--- src/sv/dtp_pkg.sv ---
package dtp_pkg;

  localparam int MAX_DIM   = 4096;
  localparam int DIM_W     = 13;
  localparam int CNT_W     = 12;
  localparam int NUM_W     = 36;
  localparam int STEP_W    = 6;
  localparam int QUEUE_LEN = 2;

  // register indexes
  localparam logic [2:0] REG_WIDTH  = 3'd0;
  localparam logic [2:0] REG_HEIGHT = 3'd1;
  localparam logic [2:0] REG_ENDIAN = 3'd2;
  localparam logic [2:0] REG_FX     = 3'd3;
  localparam logic [2:0] REG_FY     = 3'd4;
  localparam logic [2:0] REG_CX     = 3'd5;
  localparam logic [2:0] REG_CY     = 3'd6;

  typedef struct packed {
    logic [CNT_W-1:0] u;
    logic [CNT_W-1:0] v;
    logic [15:0]      z;
    logic             fe;
  } pixel_t;

  typedef struct packed {
    logic [15:0] fx;
    logic [15:0] fy;
    logic [15:0] cx;
    logic [15:0] cy;
  } optics_t;

  function automatic logic [DIM_W-1:0] clamp_dim(input logic [DIM_W-1:0] d);
    if (d == '0) return DIM_W'(1);
    if (d > DIM_W'(MAX_DIM)) return DIM_W'(MAX_DIM);
    return d;
  endfunction

endpackage

--- src/sv/dtp_front.sv ---
module dtp_front
  import dtp_pkg::*;
(
  input  logic             clk,
  input  logic             rst,
  input  logic             take,
  input  logic [7:0]       first_byte,
  input  logic [7:0]       second_byte,
  input  logic             big_endian,
  input  logic [DIM_W-1:0] image_width,
  input  logic [DIM_W-1:0] image_height,
  output pixel_t           pix
);

  logic [CNT_W-1:0] col;
  logic [CNT_W-1:0] row;
  logic             row_end;
  logic             frame_end;

  // classify the pixel position
  always_comb begin
    row_end   = ({1'b0, col} + DIM_W'(1)) >= clamp_dim(image_width);
    frame_end = row_end && (({1'b0, row} + DIM_W'(1)) >= clamp_dim(image_height));
    pix.u  = col;
    pix.v  = row;
    pix.z  = big_endian ? {first_byte, second_byte} : {second_byte, first_byte};
    pix.fe = frame_end;
  end

  // advance raster counters
  always_ff @(posedge clk) begin
    if (rst) begin
      col <= '0;
      row <= '0;
    end else if (take) begin
      if (row_end) begin
        col <= '0;
        row <= frame_end ? '0 : row + CNT_W'(1);
      end else begin
        col <= col + CNT_W'(1);
      end
    end
  end

endmodule

--- src/sv/dtp_queue.sv ---
module dtp_queue
  import dtp_pkg::*;
(
  input  logic   clk,
  input  logic   rst,
  input  logic   wr,
  input  pixel_t wr_data,
  input  logic   rd,
  output pixel_t rd_data,
  output logic   full,
  output logic   empty
);

  pixel_t      slots [QUEUE_LEN];
  logic        wptr;
  logic        rptr;
  logic [1:0]  count;

  assign full    = count == 2'(QUEUE_LEN);
  assign empty   = count == '0;
  assign rd_data = slots[rptr];

  // store items and track fill
  always_ff @(posedge clk) begin
    if (wr) slots[wptr] <= wr_data;
    if (rst) begin
      wptr  <= 1'b0;
      rptr  <= 1'b0;
      count <= '0;
    end else begin
      if (wr) wptr <= ~wptr;
      if (rd) rptr <= ~rptr;
      count <= count + 2'(wr) - 2'(rd);
    end
  end

endmodule

--- src/sv/dtp_back.sv ---
module dtp_back
  import dtp_pkg::*;
(
  input  logic               clk,
  input  logic               rst,
  input  logic               q_empty,
  input  pixel_t             q_data,
  output logic               q_rd,
  input  optics_t            optics,
  input  logic               pop,
  output logic               empty,
  output logic signed [31:0] point_x,
  output logic signed [31:0] point_y,
  output logic [15:0]        point_z,
  output logic               frame_end
);

  typedef enum logic [3:0] {
    S_IDLE = 4'b0001,
    S_MUL  = 4'b0010,
    S_DIV  = 4'b0100,
    S_DONE = 4'b1000
  } state_t;

  typedef struct packed {
    logic [15:0]      rem;
    logic [NUM_W-1:0] dvd;
  } div_t;

  state_t            state;
  logic [15:0]       mag_x, mag_y, z, fx, fy;
  logic              neg_x, neg_y, zero_x, zero_y, fe;
  div_t              dx, dy;
  logic [STEP_W-1:0] step;
  logic              out_valid;
  logic signed [17:0] diff_x, diff_y;
  logic              load;

  function automatic div_t div_step(input div_t d, input logic [15:0] f);
    logic [16:0] trial;
    div_t        r;
    trial = {d.rem, d.dvd[NUM_W-1]};
    r.dvd = {d.dvd[NUM_W-2:0], 1'b0};
    r.rem = trial[15:0];
    if (trial >= {1'b0, f}) begin
      r.rem = 16'(trial - {1'b0, f});
      r.dvd[0] = 1'b1;
    end
    return r;
  endfunction

  function automatic logic [31:0] saturate(input logic [NUM_W-1:0] q, input logic neg,
                                           input logic zero);
    if (zero) return '0;
    if (!neg) return (q > NUM_W'(32'h7FFF_FFFF)) ? 32'h7FFF_FFFF : q[31:0];
    return (q > NUM_W'(33'h1_0000_0000 >> 1)) ? 32'h8000_0000 : 32'(-q[31:0]);
  endfunction

  assign diff_x = $signed({2'b00, q_data.u, 4'b0000}) - $signed({2'b00, optics.cx});
  assign diff_y = $signed({2'b00, q_data.v, 4'b0000}) - $signed({2'b00, optics.cy});
  assign q_rd   = (state == S_IDLE) && !q_empty;
  assign load   = (state == S_DONE) && (!out_valid || pop);
  assign empty  = !out_valid;

  // sequence: fetch, multiply, divide, deliver
  always_ff @(posedge clk) begin
    if (rst) begin
      state     <= S_IDLE;
      out_valid <= 1'b0;
    end else begin
      case (state)
        S_IDLE: if (!q_empty) state <= S_MUL;
        S_MUL:  state <= S_DIV;
        S_DIV:  if (step == STEP_W'(NUM_W - 1)) state <= S_DONE;
        S_DONE: if (load) state <= S_IDLE;
        default: state <= S_IDLE;
      endcase
      // fill the output on load, drop it when popped
      if (load) out_valid <= 1'b1;
      else if (pop) out_valid <= 1'b0;
    end

    case (state)
      S_IDLE: begin
        neg_x <= diff_x[17];
        neg_y <= diff_y[17];
        mag_x <= diff_x[17] ? 16'(-diff_x) : diff_x[15:0];
        mag_y <= diff_y[17] ? 16'(-diff_y) : diff_y[15:0];
        z     <= q_data.z;
        fe    <= q_data.fe;
        fx    <= optics.fx;
        fy    <= optics.fy;
      end
      S_MUL: begin
        dx.dvd <= {32'(mag_x) * 32'(z), 4'b0000};
        dy.dvd <= {32'(mag_y) * 32'(z), 4'b0000};
        dx.rem <= '0;
        dy.rem <= '0;
        zero_x <= (mag_x == '0) || (z == '0);
        zero_y <= (mag_y == '0) || (z == '0);
        step   <= '0;
      end
      S_DIV: begin
        dx   <= div_step(dx, fx);
        dy   <= div_step(dy, fy);
        step <= step + STEP_W'(1);
      end
      default: ;
    endcase

    if (load) begin
      point_x   <= saturate(dx.dvd, neg_x, zero_x);
      point_y   <= saturate(dy.dvd, neg_y, zero_y);
      point_z   <= z;
      frame_end <= fe;
    end
  end

endmodule

--- src/sv/depth_to_point_backprojection_top.sv ---
// From push to result: fetch, multiply, 36 divide steps, output.
// The back end works on one item at a time; its rate is set by the bit-serial restoring divider.
// The input queue takes two items ahead while the divider works.
// Reset: synchronous, active high; clears counters, queue, output flag, registers to defaults.
module depth_to_point_backprojection_top
  import dtp_pkg::*;
(
  input  logic               clk,
  input  logic               rst,
  input  logic               push,
  output logic               full,
  input  logic [7:0]         first_byte,
  input  logic [7:0]         second_byte,
  input  logic               pop,
  output logic               empty,
  output logic signed [31:0] point_x,
  output logic signed [31:0] point_y,
  output logic [15:0]        point_z,
  output logic               frame_end,
  input  logic               cfg_write,
  input  logic [2:0]         cfg_index,
  input  logic [15:0]        cfg_data
);

  logic [DIM_W-1:0] image_width, image_height;
  logic             big_endian;
  optics_t          optics;
  pixel_t           pix, q_data;
  logic             take, q_rd, q_empty;

  assign take = push && !full;

  // hold configuration registers
  always_ff @(posedge clk) begin
    if (rst) begin
      image_width  <= DIM_W'(640);
      image_height <= DIM_W'(480);
      big_endian   <= 1'b0;
      optics.fx    <= 16'd8192;
      optics.fy    <= 16'd8192;
      optics.cx    <= 16'd5120;
      optics.cy    <= 16'd3840;
    end else if (cfg_write) begin
      case (cfg_index)
        REG_WIDTH:  image_width  <= cfg_data[DIM_W-1:0];
        REG_HEIGHT: image_height <= cfg_data[DIM_W-1:0];
        REG_ENDIAN: big_endian   <= cfg_data[0];
        REG_FX:     optics.fx    <= cfg_data;
        REG_FY:     optics.fy    <= cfg_data;
        REG_CX:     optics.cx    <= cfg_data;
        REG_CY:     optics.cy    <= cfg_data;
        default: ;
      endcase
    end
  end

  dtp_front u_front (
    .clk, .rst, .take, .first_byte, .second_byte, .big_endian,
    .image_width, .image_height, .pix
  );

  dtp_queue u_queue (
    .clk, .rst, .wr(take), .wr_data(pix), .rd(q_rd), .rd_data(q_data),
    .full, .empty(q_empty)
  );

  dtp_back u_back (
    .clk, .rst, .q_empty, .q_data, .q_rd, .optics, .pop, .empty,
    .point_x, .point_y, .point_z, .frame_end
  );

endmodule
--- config.mk ---
export PLATFORM = sky130hd
export DESIGN_NAME = depth_to_point_backprojection_top
export DESIGN_NICKNAME = d
export VERILOG_FILES = /design/src/sv/dtp_pkg.sv /design/src/sv/dtp_front.sv /design/src/sv/dtp_queue.sv /design/src/sv/dtp_back.sv /design/src/sv/depth_to_point_backprojection_top.sv
export SDC_FILE = /design/constraint.sdc
export NUM_CORES = 2
export LEC_CHECK = 0
export BUFFER_PORTS_ARGS = -buffer_cell sky130_fd_sc_hd__buf_2
export CAP_MARGIN = 0
export CORE_MARGIN = 2
export CORE_UTILIZATION = 40
export CTS_CLUSTER_SIZE = 25
export DETAILED_ROUTE_END_ITERATION = 7
export HOLD_SLACK_MARGIN = 0.02
export SLEW_MARGIN = 10
export SYNTH_ARGS = -nofsm -noshare
export SYNTH_HDL_FRONTEND = slang
export SYNTH_SLANG_ARGS = --single-unit
export TNS_END_PERCENT = 20
--- constraint.sdc ---
create_clock -name clk -period 9.1 [get_ports clk]
set_clock_uncertainty 0.05 [all_clocks]
set_input_delay 0.455 -clock clk [delete_from_list [all_inputs] [get_ports clk]]
set_output_delay 0.455 -clock clk [all_outputs]
set_load 0.005 [all_outputs]
==> out/metrics.cfg <==
[timing]
relSlewSlack_pct=16.6
setup_tns_ps=0
worst_pin_slew_ps=1230
fmax_mhz=135
final_max_slew_viol_count=0
hold_viol=0
min_period_over_period_pct=81.4
rsz0062_at_grt=no
final.min_clock_period_ps=7410
finalSetupViolations=0

[floorplanning]
initial_core_util_pct=40.2
rows=118
io_pins=123
dieArea_um2=106000
core_region_area_um2=103000
fp.dieH_um=326
fp.dieW_um=326

[routing]
wire_per_inst_um=18.5
drtIter0Drc=2010
via_count=30400
first_pass_iters=5
viasPerCell=5.22
drc_errors=0
drt_wl_total_mm=108
ant_nets=0

[cells_and_area]
regArea_um2=13300
area_growth_pct=9.52
drive_gt1_share_pct=8.04
multi_input_area_um2=25400
finalNetCount=5125
antenna_cells=0
final_cells=5823
stdcell_area_um2=45400
fillers=10100

[place]
dp.cells=5718
placed_area_um2=43400
gp_congestion=0.860
io_buffer_count=122
hpwl_mm=78.9

[clock_tree]
path_clk_slew_ps=60
clk_path_buf_depth=3
clk_root_buffer_cell=clkbuf_16
ctsHoldBuffers=0
clk_latency_ps=680
cts_inserted_buffers=56
cts_resized=0
cts_tree=built
ctsHtreeMaxLevel=2
post_cts_buffers=0
cts_sinks=483

[critical_path]
worst_setup_path_end_kind=flip-flop
rr_startpoint=u_back.mag_y[6]
worst_path_most_repeated_cell=fa_1
worstSetupStartpointType=flip-flop
cp_slowest_cell=or4b_2
path_class=flip-flop to flip-flop
critical_path.top_delay_family=adder cells
crit_start=u_back.mag_y[6]
reg2reg_setup_slack_ps=1690
cp_num_cells=21
cp.buffers_inverters=4
arrival_ps=7760
required_ps=9450
worstPathMaxFanout=17
cp_cell_sequence=and2_1, fa_1, inv_1, fa_1, fa_1, inv_1, fa_1, fa_1, inv_1, fa_1, inv_1, ha_1, and3_1, nand2_1, nand4b_1, a21boi_0, a41oi_1, or4b_2, a21boi_0, or3_1, nand3_1
crit_path_end=u_back.dy[32]
reg2reg_to=u_back.dy[32]
reg2reg_depth=21
cpPeakStageDelay_ps=700

[global_route]
grt_max_degree=89
grt_first_pass_wirelength_mm=170
grt_pass1_vias=30300
overflow=0
grt_usage_pct=20.3
antenna_found_initial=6

[synthesis]
synth_area_leaders=edfxtp_1 (26%), fa_1 (19%), ha_1 (9.0%)
synth_nets=5096
synthTopCellsByCount=nand2_1 (668), inv_1 (556), fa_1 (390)
synth.distinct_cells=80
postSynth.asyncResetShare_pct=0
yosysWarnings=0
synthMostInstantiatedCell=nand2_1
yosys.area.top_type=edfxtp_1
synth_top_area_share_pct=26.0
yosys_register_bits=483
synth_edf_count=358
syn_area_um2=41400
ys.flop_type=edfxtp_1
synth_seq_area_share_pct=32.0
synth_cells=4367
avgSynthCellArea_um2=9.48

[run]
drv_cap=0

[run_status]
status=completed

[hold_path]
hp-class=input pin to flip-flop
hold_path_startpoint=first_byte[0]

## final cells by class
cell class              instances  area share (%)
inverters                     558            4.62
well taps                    1380            3.81
flip-flops and latches        483            29.2
repair buffers                164            2.05
clock inverters                31           0.858
multi-input cells            3133            55.9
clock buffers                  74            3.54
## state kept, by name (all words and copies together), names as in the netlist, 2 cells and up, named ones only
register,cells
u_back.dx,52
u_back.point_y,32
u_queue.count,2
u_back.dy,52
u_back.mag_y,16
u_front.row,12
u_front.col,12
u_back.mag_x,16
u_back.z,16
u_back.state,4
image_width,13
u_back.fx,16
u_back.fy,16
u_back.point_x,32
optics,64
image_height,13
u_back.point_z,16
u_queue.slots,82
u_back.step,6
## worst min path at each step
| stage | slack [ps] | endpoint | depth (start not counted) |
|---|---|---|---|
| global route | 60 | u_queue.slots[1][15] | 2 |
| CTS | 30 | u_queue.slots[1][1] | 2 |
| detailed placement | 360 | u_back.fx[6] | 0 |
| finish | 70 | u_queue.slots[1][1] | 2 |
| floorplan | 350 | u_back.frame_end | 0 |
| global placement | 350 | u_back.frame_end | 0 |
## logic make-up after synthesis
group | Yosys count | synth area share [%]
AOI/OAI and AO/OA | 657 | 9.89
and+or+nand+nor | 1552 | 17.9
DFF | 483 | 32.0
buffers and inverters | 751 | 6.90
xor gates and xnor gates | 141 | 2.98
adders and majority gates | 689 | 27.9
muxes | 94 | 2.44
## layout by cell type, fill, tap and decap left out, drive strengths merged, types with 135 or more instances in the layout
cell type and count:
a21oi 234, and2 243, buf 164, edfxtp 358
fa 390, ha 299, inv 559, nand2 669
nor2 292, o21ai 135
## worst reg2reg max path: stages (launching register included)
cell      delay (ps)
edfxtp_1         680
and2_1           290
fa_1             530
inv_1             50
fa_1             500
fa_1             510
inv_1             50
fa_1             460
fa_1             540
inv_1             60
fa_1             530
inv_1             40
ha_1             350
and3_1           240
nand2_1           60
nand4b_1         190
a21boi_0         580
a41oi_1          280
or4b_2           700
a21boi_0         230
or3_1            140
nand3_1           60
## metal layers
metal	part of all wire [%]	wire length (µm)	GRT usage [%]
met1	43	46300	26.2
met2	50	53500	35.4
met3	3.8	4090	2.04
met4	3.5	3720	6.98
met5	0	0	0
## stage by stage
stage | util (%) | hold slack, ps | worst slack [ps]
finish | 44.0 | 73.6 | 1690
global route | 44.0 | 63.0 | 1260
CTS | 44.0 | 34.2 | 1720
detailed placement | 42.1 | 362 | 1820
global placement | 42.1 | 354 | 1870
floorplan | - | 350 | 2470
Power is not shown: default switching activity piles up to over one toggle a cycle in this logic, so the estimate is an artifact.
